<file path="src/design/u8dec_pkg.sv">
// ----------------------------------------------------------------------------
// u8dec_pkg
// Shared types, constants and the byte classifier of the UTF-8 stream decoder.
// ----------------------------------------------------------------------------
package u8dec_pkg;

  localparam int BYTE_W       = 8;
  localparam int CP_W         = 21;
  localparam int PEND_DEPTH   = 4;
  localparam int PEND_CNT_W   = 3;
  localparam int QUEUE_DEPTH  = 2;
  localparam int QUEUE_CNT_W  = 2;

  localparam logic [CP_W-1:0]   REPLACEMENT = 21'h00FFFD;
  localparam logic [BYTE_W-1:0] MASK_2BYTE  = 8'hE0;
  localparam logic [BYTE_W-1:0] LEAD_2BYTE  = 8'hC0;
  localparam logic [BYTE_W-1:0] MASK_3BYTE  = 8'hF0;
  localparam logic [BYTE_W-1:0] LEAD_3BYTE  = 8'hE0;
  localparam logic [BYTE_W-1:0] MASK_4BYTE  = 8'hF8;
  localparam logic [BYTE_W-1:0] LEAD_4BYTE  = 8'hF0;
  localparam logic [BYTE_W-1:0] MASK_CONT   = 8'hC0;
  localparam logic [BYTE_W-1:0] TAG_CONT    = 8'h80;
  localparam logic [BYTE_W-1:0] PAYLOAD_6   = 8'h3F;

  typedef struct packed {
    logic       invalid;
    logic       cont;
    logic [1:0] extra;
  } cls_t;

  typedef struct packed {
    logic [BYTE_W-1:0] data;
    logic              eot;
    cls_t              cls;
  } item_t;

  typedef enum logic {
    BK_IDLE,
    BK_DECODE
  } back_state_t;

  function automatic cls_t classify(input logic [BYTE_W-1:0] b);
    cls_t c;
    c.cont    = ((b & MASK_CONT) == TAG_CONT);
    c.invalid = 1'b0;
    c.extra   = 2'd0;
    if (!b[BYTE_W-1]) begin
      c.extra = 2'd0;
    end else if ((b & MASK_2BYTE) == LEAD_2BYTE) begin
      c.extra = 2'd1;
    end else if ((b & MASK_3BYTE) == LEAD_3BYTE) begin
      c.extra = 2'd2;
    end else if ((b & MASK_4BYTE) == LEAD_4BYTE) begin
      c.extra = 2'd3;
    end else begin
      c.invalid = 1'b1;
    end
    return c;
  endfunction

endpackage

</file>
<file path="src/design/u8dec_byte_if.sv">
// ----------------------------------------------------------------------------
// u8dec_byte_if
// Input channel of the decoder: one raw byte and its end-of-text mark.
// ----------------------------------------------------------------------------
interface u8dec_byte_if;
  logic                         valid;
  logic                         ready;
  logic [u8dec_pkg::BYTE_W-1:0] data_byte;
  logic                         end_of_text;

  modport source(output valid, output data_byte, output end_of_text, input ready);
  modport sink(input valid, input data_byte, input end_of_text, output ready);
endinterface

</file>
<file path="src/design/u8dec_cp_if.sv">
// ----------------------------------------------------------------------------
// u8dec_cp_if
// Output channel of the decoder: one code point with its status flags.
// ----------------------------------------------------------------------------
interface u8dec_cp_if;
  logic                       valid;
  logic                       ready;
  logic [u8dec_pkg::CP_W-1:0] code_point;
  logic                       bad_sequence;
  logic                       run_last;

  modport source(output valid, output code_point, output bad_sequence,
                 output run_last, input ready);
  modport sink(input valid, input code_point, input bad_sequence,
               input run_last, output ready);
endinterface

</file>
<file path="src/design/u8dec_front.sv">
// ----------------------------------------------------------------------------
// u8dec_front
// Accepts input bytes, classifies each one and holds it in a register stage.
// ----------------------------------------------------------------------------
module u8dec_front (
  input  logic             clk,
  input  logic             rst,
  u8dec_byte_if.sink       byte_stream,
  output logic             item_valid,
  output u8dec_pkg::item_t item,
  input  logic             item_ready
);

  logic take;

  assign byte_stream.ready = !item_valid || item_ready;
  assign take              = byte_stream.valid && byte_stream.ready;

  always_ff @(posedge clk) begin
    if (rst) begin
      item_valid <= 1'b0;
    end else if (take) begin
      item_valid <= 1'b1;
    end else if (item_ready) begin
      item_valid <= 1'b0;
    end
  end

  always_ff @(posedge clk) begin
    if (take) begin
      item.data <= byte_stream.data_byte;
      item.eot  <= byte_stream.end_of_text;
      item.cls  <= u8dec_pkg::classify(byte_stream.data_byte);
    end
  end

endmodule

</file>
<file path="src/design/u8dec_queue.sv">
// ----------------------------------------------------------------------------
// u8dec_queue
// Short FIFO of classified bytes between the front and the back.
// ----------------------------------------------------------------------------
module u8dec_queue (
  input  logic             clk,
  input  logic             rst,
  input  logic             wr_valid,
  input  u8dec_pkg::item_t wr_item,
  output logic             wr_ready,
  output logic             rd_valid,
  output u8dec_pkg::item_t rd_item,
  input  logic             rd_ready
);

  u8dec_pkg::item_t                  mem [u8dec_pkg::QUEUE_DEPTH];
  logic                              wr_ptr;
  logic                              rd_ptr;
  logic [u8dec_pkg::QUEUE_CNT_W-1:0] fill;
  logic                              push;
  logic                              pop;

  assign wr_ready = (fill != u8dec_pkg::QUEUE_CNT_W'(u8dec_pkg::QUEUE_DEPTH));
  assign rd_valid = (fill != '0);
  assign rd_item  = mem[rd_ptr];
  assign push     = wr_valid && wr_ready;
  assign pop      = rd_valid && rd_ready;

  always_ff @(posedge clk) begin
    if (rst) begin
      wr_ptr <= 1'b0;
      rd_ptr <= 1'b0;
      fill   <= '0;
    end else begin
      if (push) begin
        wr_ptr <= !wr_ptr;
      end
      if (pop) begin
        rd_ptr <= !rd_ptr;
      end
      if (push && !pop) begin
        fill <= fill + 1'b1;
      end else if (pop && !push) begin
        fill <= fill - 1'b1;
      end
    end
  end

  always_ff @(posedge clk) begin
    if (push) begin
      mem[wr_ptr] <= wr_item;
    end
  end

endmodule

</file>
<file path="src/design/u8dec_back.sv">
// ----------------------------------------------------------------------------
// u8dec_back
// Keeps the pending bytes and, in its decode state while the output register
// is free, decides one result per cycle into the output register.
// ----------------------------------------------------------------------------
module u8dec_back (
  input  logic             clk,
  input  logic             rst,
  input  logic             item_valid,
  input  u8dec_pkg::item_t item,
  output logic             item_ready,
  u8dec_cp_if.source       code_stream
);

  localparam int CW = u8dec_pkg::PEND_CNT_W;

  u8dec_pkg::back_state_t       state;
  u8dec_pkg::back_state_t       state_next;
  logic [u8dec_pkg::BYTE_W-1:0] pend [u8dec_pkg::PEND_DEPTH];
  u8dec_pkg::cls_t              pcls [u8dec_pkg::PEND_DEPTH];
  logic [u8dec_pkg::BYTE_W-1:0] pend_shift [u8dec_pkg::PEND_DEPTH];
  u8dec_pkg::cls_t              pcls_shift [u8dec_pkg::PEND_DEPTH];
  logic [CW-1:0]                count;
  logic                         eot;

  u8dec_pkg::cls_t              head;
  u8dec_pkg::cls_t              next_head;
  logic [CW-1:0]                need;
  logic                         decidable;
  logic                         cont_ok;
  logic                         have_result;
  logic                         slot_free;
  logic                         fire;
  logic [CW-1:0]                drop;
  logic [CW-1:0]                count_left;
  logic [u8dec_pkg::CP_W-1:0]   res_cp;
  logic                         res_bad;
  logic                         res_last;
  logic                         pop;

  assign item_ready = (state == u8dec_pkg::BK_IDLE);
  assign pop        = item_valid && item_ready;
  assign slot_free  = !code_stream.valid || code_stream.ready;

  assign head      = pcls[0];
  assign need      = CW'(head.extra) + 1'b1;
  assign decidable = head.invalid || (need <= count);
  assign cont_ok   = ((head.extra < 2'd1) || pcls[1].cont) &&
                     ((head.extra < 2'd2) || pcls[2].cont) &&
                     ((head.extra < 2'd3) || pcls[3].cont);
  assign have_result = (count != '0) && (decidable || eot);

  always_comb begin
    res_bad = 1'b1;
    res_cp  = u8dec_pkg::REPLACEMENT;
    drop    = CW'(1);
    if (head.invalid) begin
      drop = CW'(1);
    end else if (decidable) begin
      if (cont_ok) begin
        res_bad = 1'b0;
        drop    = need;
        case (head.extra)
          2'd0: res_cp = u8dec_pkg::CP_W'(pend[0]);
          2'd1: res_cp = u8dec_pkg::CP_W'({pend[0][4:0], pend[1][5:0]});
          2'd2: res_cp = u8dec_pkg::CP_W'({pend[0][3:0], pend[1][5:0], pend[2][5:0]});
          2'd3: res_cp = {pend[0][2:0], pend[1][5:0], pend[2][5:0], pend[3][5:0]};
          default: res_cp = u8dec_pkg::REPLACEMENT;
        endcase
      end
    end else begin
      drop = count;
    end
  end

  assign count_left = count - drop;
  assign next_head  = pcls[drop[1:0]];

  always_comb begin
    if (count_left == '0) begin
      res_last = 1'b1;
    end else if (eot) begin
      res_last = 1'b0;
    end else begin
      res_last = !next_head.invalid && ((CW'(next_head.extra) + 1'b1) > count_left);
    end
  end

  always_comb begin
    logic [CW-1:0] idx;
    idx = '0;
    for (int i = 0; i < u8dec_pkg::PEND_DEPTH; i++) begin
      idx           = CW'(i) + drop;
      pend_shift[i] = pend[idx[1:0]];
      pcls_shift[i] = pcls[idx[1:0]];
    end
  end

  assign fire = (state == u8dec_pkg::BK_DECODE) && have_result && slot_free;

  always_comb begin
    state_next = state;
    case (state)
      u8dec_pkg::BK_IDLE: begin
        if (pop) begin
          state_next = u8dec_pkg::BK_DECODE;
        end
      end
      u8dec_pkg::BK_DECODE: begin
        if (!have_result) begin
          state_next = u8dec_pkg::BK_IDLE;
        end else if (fire && res_last) begin
          state_next = u8dec_pkg::BK_IDLE;
        end
      end
      default: state_next = u8dec_pkg::BK_IDLE;
    endcase
  end

  always_ff @(posedge clk) begin
    if (rst) begin
      state <= u8dec_pkg::BK_IDLE;
    end else begin
      state <= state_next;
    end
  end

  always_ff @(posedge clk) begin
    if (rst) begin
      count             <= '0;
      eot               <= 1'b0;
      code_stream.valid <= 1'b0;
    end else begin
      if (pop) begin
        count <= count + 1'b1;
        eot   <= item.eot;
      end else if (fire) begin
        count <= count_left;
      end
      if (fire) begin
        code_stream.valid <= 1'b1;
      end else if (code_stream.ready) begin
        code_stream.valid <= 1'b0;
      end
    end
  end

  always_ff @(posedge clk) begin
    if (pop) begin
      pend[count[1:0]] <= item.data;
      pcls[count[1:0]] <= item.cls;
    end else if (fire) begin
      for (int i = 0; i < u8dec_pkg::PEND_DEPTH; i++) begin
        pend[i] <= pend_shift[i];
        pcls[i] <= pcls_shift[i];
      end
    end
  end

  always_ff @(posedge clk) begin
    if (fire) begin
      code_stream.code_point   <= res_cp;
      code_stream.bad_sequence <= res_bad;
      code_stream.run_last     <= res_last;
    end
  end

endmodule

</file>
<file path="src/design/utf8_stream_decoder_top.sv">
// ----------------------------------------------------------------------------
// utf8_stream_decoder_top
// Streaming UTF-8 to code point decoder.
// ----------------------------------------------------------------------------
// Bytes enter through a classifying register stage and a two-entry queue, so
// input transfers continue while the decoder works or the output stalls. The
// decoder takes a byte into its pending buffer, then, while the output
// register is free, produces one code point per cycle for each result it
// completes; no new byte is taken while it decodes. A byte that cannot lead a
// sequence, a missing continuation or truncated input yields U+FFFD with
// bad_sequence set, and run_last marks the final result caused by a byte.
module utf8_stream_decoder_top (
  input  logic       clk,
  input  logic       rst,
  u8dec_byte_if.sink  byte_stream,
  u8dec_cp_if.source  code_stream
);

  logic             f_valid;
  u8dec_pkg::item_t f_item;
  logic             f_ready;
  logic             q_valid;
  u8dec_pkg::item_t q_item;
  logic             q_ready;

  u8dec_front u_front (
    .clk        (clk),
    .rst        (rst),
    .byte_stream(byte_stream),
    .item_valid (f_valid),
    .item       (f_item),
    .item_ready (f_ready)
  );

  u8dec_queue u_queue (
    .clk     (clk),
    .rst     (rst),
    .wr_valid(f_valid),
    .wr_item (f_item),
    .wr_ready(f_ready),
    .rd_valid(q_valid),
    .rd_item (q_item),
    .rd_ready(q_ready)
  );

  u8dec_back u_back (
    .clk        (clk),
    .rst        (rst),
    .item_valid (q_valid),
    .item       (q_item),
    .item_ready (q_ready),
    .code_stream(code_stream)
  );

endmodule
</file>
<file path="src/flat_wrapper.sv">
// flat-port wrapper written by rule: the top's interface ports become plain ports
module utf8_stream_decoder_top_flat 
  (clk, rst, byte_stream_valid, byte_stream_data_byte, byte_stream_end_of_text, byte_stream_ready, code_stream_valid, code_stream_code_point, code_stream_bad_sequence, code_stream_run_last, code_stream_ready);
  u8dec_byte_if byte_stream_i ();
  u8dec_cp_if code_stream_i ();
  input  logic clk;
  input  logic rst;
  input wire logic [$bits(byte_stream_i.valid)-1:0] byte_stream_valid;
  input wire logic [$bits(byte_stream_i.data_byte)-1:0] byte_stream_data_byte;
  input wire logic [$bits(byte_stream_i.end_of_text)-1:0] byte_stream_end_of_text;
  output wire logic [$bits(byte_stream_i.ready)-1:0] byte_stream_ready;
  output wire logic [$bits(code_stream_i.valid)-1:0] code_stream_valid;
  output wire logic [$bits(code_stream_i.code_point)-1:0] code_stream_code_point;
  output wire logic [$bits(code_stream_i.bad_sequence)-1:0] code_stream_bad_sequence;
  output wire logic [$bits(code_stream_i.run_last)-1:0] code_stream_run_last;
  input wire logic [$bits(code_stream_i.ready)-1:0] code_stream_ready;
  assign byte_stream_i.valid = byte_stream_valid;
  assign byte_stream_i.data_byte = byte_stream_data_byte;
  assign byte_stream_i.end_of_text = byte_stream_end_of_text;
  assign byte_stream_ready = byte_stream_i.ready;
  assign code_stream_valid = code_stream_i.valid;
  assign code_stream_code_point = code_stream_i.code_point;
  assign code_stream_bad_sequence = code_stream_i.bad_sequence;
  assign code_stream_run_last = code_stream_i.run_last;
  assign code_stream_i.ready = code_stream_ready;
  utf8_stream_decoder_top u_core (.clk(clk), .rst(rst), .byte_stream(byte_stream_i), .code_stream(code_stream_i));
endmodule
</file>
<file path="config.mk">
export PLATFORM = sky130hd
export DESIGN_NAME = utf8_stream_decoder_top_flat
export DESIGN_NICKNAME = d
export VERILOG_FILES = /design/src/design/u8dec_pkg.sv /design/src/design/u8dec_byte_if.sv /design/src/design/u8dec_cp_if.sv /design/src/design/u8dec_front.sv /design/src/design/u8dec_queue.sv /design/src/design/u8dec_back.sv /design/src/design/utf8_stream_decoder_top.sv /design/src/flat_wrapper.sv
export SDC_FILE = /design/constraint.sdc
export NUM_CORES = 1
export LEC_CHECK = 0
export BUFFER_PORTS_ARGS = -buffer_cell sky130_fd_sc_hd__buf_4
export CAP_MARGIN = 10
export CORE_MARGIN = 1
export CORE_UTILIZATION = 40
export DETAILED_ROUTE_END_ITERATION = 6
export MAX_ROUTING_LAYER = met4
export REMOVE_ABC_BUFFERS = 1
export SKIP_LAST_GASP = 1
export SLEW_MARGIN = 20
export SYNTH_ARGS = -nofsm -noshare
export SYNTH_HDL_FRONTEND = slang
export SYNTH_SLANG_ARGS = --single-unit
</file>
<file path="constraint.sdc">
create_clock -name clk -period 5.95 [get_ports clk]
set_clock_uncertainty 0.2 [all_clocks]
set_input_delay 0.595 -clock clk [delete_from_list [all_inputs] [get_ports clk]]
set_output_delay 0.595 -clock clk [all_outputs]
set_load 0.005 [all_outputs]
</file>
==> implementation parameters, run 1 <==
Parameter                              Value

Global routing
  Number of antenna violations at the first check in global routing ... 0
  Wire length of the first global-routing pass ... 23.9 mm
  Aggregate global routing overflow ... 0
  Global Route Usage Sum ... 0.199
  Vias in the first global route ... between 4,000 and 5,000
  Pin count of the biggest net entering global routing ... 70

Clock network
  Number of hold buffers added after cts ... 0
  Root Buffer ... clkbuf_16
  Clock Pin Slew Worst Setup and Hold Paths ... around 0.060 ns
  Clock latency on the worst-skew pair ... around 0.43 ns
  Gates resized, CTS repair ... 0
  Number of buffers created by CTS ... 17
  H-tree lvl count ... 4
  Total number of clock tree sinks ... 122
  TritonCTS clock tree ... yes
  Longest Clk Path Bufs ... 2
  Number of setup buffers added after CTS ... 0

STA
  Final max-slew violation count ... 0
  Final setup viols ... 0
  Final critical path time including I/O delays and setup ... between 5 and 6 ns
  Slew Limit Headroom ... 0.378
  Maximum clock rate ... 196 MHz
  Count of endpoints failing hold in the final timing report ... 0
  Post-route fraction of the period consumed by the critical path ... 0.857
  Transition time of the tightest slew-check pin ... 0.927 ns
  Setup repair after global routing missed its margin ... no
  Worst Setup Slack, final ... 0.852 ns
  Setup TNS after final layout ... 0 ns

Critical path
  R2r worst-path depth ... 15
  Largest driver fanout on the critical path ... 36
  Launching element type of the critical path ... register
  Worst endpoint required time ... about 5.9 ns
  Critical path capture point ... u_core.u_back.code_stream.run_last$_DFFE_PP_
  Reg-to-reg endpoint ... u_core.u_back.code_stream.run_last$_DFFE_PP_
  Worst-case register-to-register setup slack ... 0.85 ns
  Worst Setup SP ... u_core.u_back.pcls[0][0]$_DFFE_PP_
  Worst setup path category ... register to register
  Startpoint of the worst register-to-register path ... u_core.u_back.pcls[0][0]$_DFFE_PP_
  Critical Path End Type ... register
  Data arrival, critical path ... between 5 and 6 ns

Detailed routing
  Vias ... 4,720
  Average wire per cell in the routed design ... roughly 18 um
  Final wirelength ... 14.8 mm
  Number of nets with antenna violations after detailed routing ... 0
  First-pass iteration count of the detailed router ... 6
  Number of DRC markers in iteration 0 ... 566
  Average via count per standard cell ... 5.77
  Count of unresolved DRC violations after routing ... 0

Floorplanning
  Die width ... roughly 130 um
  Effective utilization at floorplan ... 0.415
  Core Area ... 15,400 sq um
  Die Ht ... 129 um
  Number of placement rows ... 45
  I/O pins ... 38
  Full die area ... 16,500 sq um

Synth
  Number of enable flip-flop cells after synthesis ... between 100 and 150
  Library cell occupying the most area in the post-synthesis netlist ... edfxtp_1
  Syn Std Cell Area ... 6400 sq um
  Main synth FF type ... edfxtp_1
  Flop and latch count out of synthesis ... 122
  Mean Syn Cell Area ... 11.4 sq um
  Dominant cell by count in the synthesized netlist ... edfxtp_1
  XOR/XNOR share of the synthesized area ... 0.00821
  Post-synth ARST share ... 0
  Number of warnings reported in the yosys synthesis log ... 0
  Fraction of the mapped netlist area in compound gates ... 0.157
  Share of Yosys cell area claimed by the top area cell type ... 0.516
  Adder-cell share of the synthesized area ... 0.0324
  Post-synthesis instance total ... around 560
  Number of different library cells in the post-synthesis netlist ... 56
  Largest cells by area after synthesis ... edfxtp_1 (52%), nand2_1 (4.9%), mux2i_1 (4.4%)
  Post-Synth Simple-Gate Area ... 0.127
  Combinational family with the most area after synthesis ... compound AO/OA/AOI/OAI gates
  Most frequent cells after synthesis ... edfxtp_1 (110), nand2_1 (84), nor2_1 (31)
  Post-synthesis sequential area ratio ... 0.554
  Multiplexer share of the synthesized area ... 0.0860

Place
  Setup slack after placement ... ~0.9 ns
  Global placement routability congestion ... 0.887
  IO Port Bufs ... 37
  Hpwl dp ... 9.59 mm

Layout
  Layout overhead on the synthesized area ... 16.2%
  Register cell area after layout ... 3540 sq um
  Antenna cells ... 0
  Multi-input gate area in the final layout ... 2670 sq um
  # fillers ... 1,436
  Fraction of final layout cells sized beyond drive strength 1 ... 0.211
  Final #Nets ... 623

Run status
  Outcome ... finished clean

Min path
  Hold/Removal Path Class ... primary input to register
  Launch instance of the worst min-delay path ... byte_stream_data_byte[2]

Job
  Total of max-cap violations ... 0
sequential cells by signal, indices dropped and copies added (netlist names), 2 cells and up, named ones only:
signal and cells:
u_core.u_back.pend 32, u_core.u_back.count 3, u_core.u_back.pcls 16, u_core.u_back.code_stream.code_point 21
u_core.u_queue.fill 2, u_core.u_front.item 13, u_core.u_queue.mem 26
how the worst min path moves through the flow:
stage,to,slack [ns],depth (start not counted)
floorplan,u_core.u_queue.mem[0][0]$_DFFE_PP_,0.22,0
global placement,u_core.u_queue.mem[0][6]$_DFFE_PP_,0.23,0
detailed placement,u_core.u_queue.mem[0][6]$_DFFE_PP_,0.23,0
CTS,u_core.u_front.item[5]$_DFFE_PP_,0.13,1
global route,u_core.u_front.item[7]$_DFFE_PP_,0.13,1
finish,u_core.u_front.item[7]$_DFFE_PP_,0.15,1
worst max-delay path, stage by stage (launching register included):
cell	delay, ns
edfxtp_1	0.48
ha_1	0.71
ha_1	0.39
o21ai_1	0.30
nor2_1	0.18
o31ai_4	0.68
inv_4	0.04
buf_4	0.28
mux2i_1	0.30
ha_1	0.28
ha_1	0.29
nor2b_1	0.13
o21a_1	0.15
o21ai_0	0.18
a31o_2	0.15
o21ai_0	0.07
area by class of cell:
| cell class | instances | share of cell area |
|---|---|---|
| well taps | 211 | 0.0355 |
| repair buffers | 46 | 0.0464 |
| flip-flops and latches | 122 | 0.477 |
| clock inverters | 12 | 0.0138 |
| multi-input cells | 388 | 0.359 |
| inverters | 19 | 0.00993 |
| clock buffers | 20 | 0.0587 |
metrics by stage:
stage | area [sq um] | instances | hold slack (ns) | util
2_1_floorplan | 6250 | 529 | 0.221 | -
3_3_place_gp | 6890 | 786 | 0.226 | 0.447
3_5_place_dp | 6890 | 786 | 0.230 | 0.447
4_1_cts | 7430 | 818 | 0.130 | 0.482
5_1_grt | 7440 | 818 | 0.131 | 0.482
6_report | 7440 | 818 | 0.146 | 0.482
cells in the final DEF (no fill, tap or decap), types with 10 or more instances in the layout:
cell / netlist / routed
edfxtp_1: 110 / 110
and2_1: 17 / 17
mux2_2: 19 / 19
buf_4: 2 / 46
a222oi_1: 22 / 22
dfxtp_1: 12 / 12
inv_1: 16 / 16
a21oi_1: 23 / 23
nand2_1: 84 / 84
o21ai_0: 23 / 23
o21bai_1: 10 / 10
nor2_1: 31 / 29
ha_1: 15 / 15
nand3_1: 23 / 23
a31o_2: 20 / 20
mux2i_1: 28 / 28
clkbuf_16: 0 / 17
layer usage:
metal	track usage	routed length (um)	share of wire	up-vias
met4	0.0969	374	0.025	0
met5	-	0	0	-
met1	0.241	6570	0.44	2297
met3	0.0441	824	0.055	30
met2	0.314	7080	0.48	196
li1	-	-	-	2197
kinds of logic (layout without fill, tap and decap cells):
family | after synthesis | after routing
simple gates | 179 | 179
compound gates | 135 | 135
flops | 122 | 122
mux | 52 | 52
buf+inv | 52 | 97
fa+ha+maj | 16 | 16
xor+xnor | 6 | 6
Power of run 1 is left out: the tool's default activity adds up to more than one toggle a clock period on the data nets, which glitch-free logic cannot reach.
==> run 2, diff against run 1 <==
PLACE_DENSITY = 0.64   (was not set)
==> run 2 against run 1 <==
  * Critical path depth up 1
  * Critical path type unchanged
  * Design area rose by 0.10%
  * Count of clock-buffer cells in the layout is 2 lower
  * First-iteration DRC count is 7.4% higher
  * Non-clock buffer count stayed put
  * Sequential share of layout area is essentially flat
  * Maximum frequency increased by 4.3%
  * Wire length decreased by 2.3%
  * Global-route usage down 0.81 points
  * Via count is 1.2% lower
  * Register-to-register slack better by 0.21 ns
  * Flip-flop and latch count unchanged
==> implementation parameters, run 2 (synthesized netlist as in run 1, its figures left out) <==
Parameter                              Value

Global routing
  Global Route Usage Sum ... 0.191
  Aggregate global routing overflow ... 0
  Number of antenna violations at the first check in global routing ... 0
  Wire length of the first global-routing pass ... 23.2 mm
  Pin count of the biggest net entering global routing ... 61
  Vias in the first global route ... 4,473

Clock network
  Clock latency on the worst-skew pair ... 0.42 ns
  TritonCTS clock tree ... yes
  H-tree lvl count ... 4
  Clock Pin Slew Worst Setup and Hold Paths ... 0.05 ns
  Number of hold buffers added after cts ... 0
  Root Buffer ... clkbuf_16
  Gates resized, CTS repair ... 0
  Total number of clock tree sinks ... 122
  Number of setup buffers added after CTS ... 0
  Number of buffers created by CTS ... 17
  Longest Clk Path Bufs ... 2

Layout
  # fillers ... 1,413
  Commonest cells after routing, fill and taps aside ... edfxtp_1 (110), nand2_1 (84), buf_4 (46)
  Fraction of final layout cells sized beyond drive strength 1 ... 0.208
  Final #Nets ... 623
  Share of the core filled with cells in the final layout ... 0.482
  Leading cell type in the layout, fill and taps excluded ... edfxtp_1
  Max FFs per register ... 32
  Top Registers ... u_core.u_back.pend x32, u_core.u_queue.mem x26, u_core.u_back.code_stream.code_point x21
  Antenna cells ... 0
  Layout overhead on the synthesized area ... 16.3%
  Register bank with the most flops ... u_core.u_back.pend

Critical path
  Largest driver fanout on the critical path ... 25
  Reg-to-reg endpoint ... u_core.u_back.code_stream.run_last$_DFFE_PP_
  Worst endpoint required time ... 5.91 ns
  Worst-case register-to-register setup slack ... 1.06 ns
  Startpoint of the worst register-to-register path ... u_core.u_back.pcls[0][0]$_DFFE_PP_
  R2r worst-path depth ... 16
  Launching element type of the critical path ... register
  Critical Path End Type ... register
  Data arrival, critical path ... 4.85 ns
  Worst setup path category ... register to register

Detailed routing
  Average wire per cell in the routed design ... 17.7 um
  Count of unresolved DRC violations after routing ... 0
  Metal-1 WL ... 6.31 mm
  Max layer used ... met4
  Final wirelength ... 14.5 mm
  First-pass iteration count of the detailed router ... 6
  Met3 wire length ... between 1 and 1.5 mm
  Amount of wire on met2 after detailed routing ... 6.80 mm
  Vias ... 4,665
  Average via count per standard cell ... between 5 and 6
  Number of DRC markers in iteration 0 ... 608
  Number of nets with antenna violations after detailed routing ... 0

Floorplanning
  Core Area ... 15,400 sq um
  Die width ... 129 um
  Full die area ... around 17,000 sq um
  Number of placement rows ... 45
  Die Ht ... roughly 130 um
  I/O pins ... 38
  Effective utilization at floorplan ... 0.415

Min path
  Hold/Removal Path Class ... primary input to register
  Hold path endpoint ... u_core.u_front.item[7]$_DFFE_PP_
  Worst Hold Depth ... 1
  Launch instance of the worst min-delay path ... byte_stream_data_byte[2]

STA
  Setup TNS after final layout ... 0 ns
  Post-route fraction of the period consumed by the critical path ... 0.822
  Slew Limit Headroom ... 0.241
  Transition time of the tightest slew-check pin ... 1.13 ns
  Final max-slew violation count ... 0
  Final setup viols ... 0
  Count of endpoints failing hold in the final timing report ... 0
  Final critical path time including I/O delays and setup ... 4.89 ns
  Setup repair after global routing missed its margin ... no
  Maximum clock rate ... just over 200 MHz

Job
  Total of max-cap violations ... 0

Place
  IO Port Bufs ... 37
  Global placement routability congestion ... 0.843
  Hpwl dp ... 9.48 mm

Run status
  Outcome ... finished clean
[run 2: changes by cell type in the layout (fill, tap and decap cells not counted), sizes merged]
cell / previous run / this run
clkinv: 5 / 9
bufinv: 1 / 2
clkbuf: 20 / 18
clkinvlp: 6 / 3
[run 2: worst max-delay path by stage]
| stage | to | startpoint |
|---|---|---|
| after floorplan | u_core.u_back.state$_SDFF_PP0_ | u_core.u_back.pcls[0][0]$_DFFE_PP_ |
| after global placement | u_core.u_back.code_stream.run_last$_DFFE_PP_ | u_core.u_back.pcls[0][0]$_DFFE_PP_ |
| after detailed placement | u_core.u_back.code_stream.run_last$_DFFE_PP_ | u_core.u_back.pcls[0][0]$_DFFE_PP_ |
| after CTS | u_core.u_back.code_stream.run_last$_DFFE_PP_ | u_core.u_back.pcls[0][0]$_DFFE_PP_ |
| after global routing | u_core.u_back.code_stream.run_last$_DFFE_PP_ | u_core.u_back.pcls[0][0]$_DFFE_PP_ |
| final | u_core.u_back.code_stream.run_last$_DFFE_PP_ | u_core.u_back.pcls[0][0]$_DFFE_PP_ |
[run 2: stage by stage]
step           hold slack [ns]  cells  cell area (sq um)  setup slack (ns)
5_1_grt                  0.139    818               7440             0.856
2_1_floorplan            0.221    529               6250             0.673
4_1_cts                  0.135    817               7440              1.12
6_report                 0.149    818               7440              1.06
3_5_place_dp             0.236    785               6880              1.13
3_3_place_gp             0.226    785               6880              1.25
[run 2: per-layer routing]
metal	up-vias	global-route usage
met1	2207	0.241
met5	-	-
met2	231	0.294
met3	33	0.0328
met4	0	0.0962
li1	2194	-
[run 2: area by class of cell]
cell class	instances	area, sq um	area share
Timing Repair Buffer	46	345	0.0464
Clock inverter	14	131	0.0177
Sequential cell	122	3540	0.476
Tap cell	211	264	0.0355
Multi-Input combinational cell	388	2660	0.357
Inverter	19	73.8	0.00992
Clock buffer	18	429	0.0577
[run 2: critical path, stage by stage (launching register included)]
cell	delay, ns
edfxtp_1	0.47
ha_1	0.68
ha_1	0.38
o21ai_1	0.25
nor2_1	0.17
o31ai_4	0.33
buf_4	0.36
mux2_2	0.41
nand2_1	0.08
nand2_1	0.08
ha_1	0.29
ha_1	0.29
nor2b_1	0.14
o21a_1	0.15
o21ai_0	0.14
a31o_2	0.14
o21ai_0	0.07
Power of run 2 is left out for the same reason.
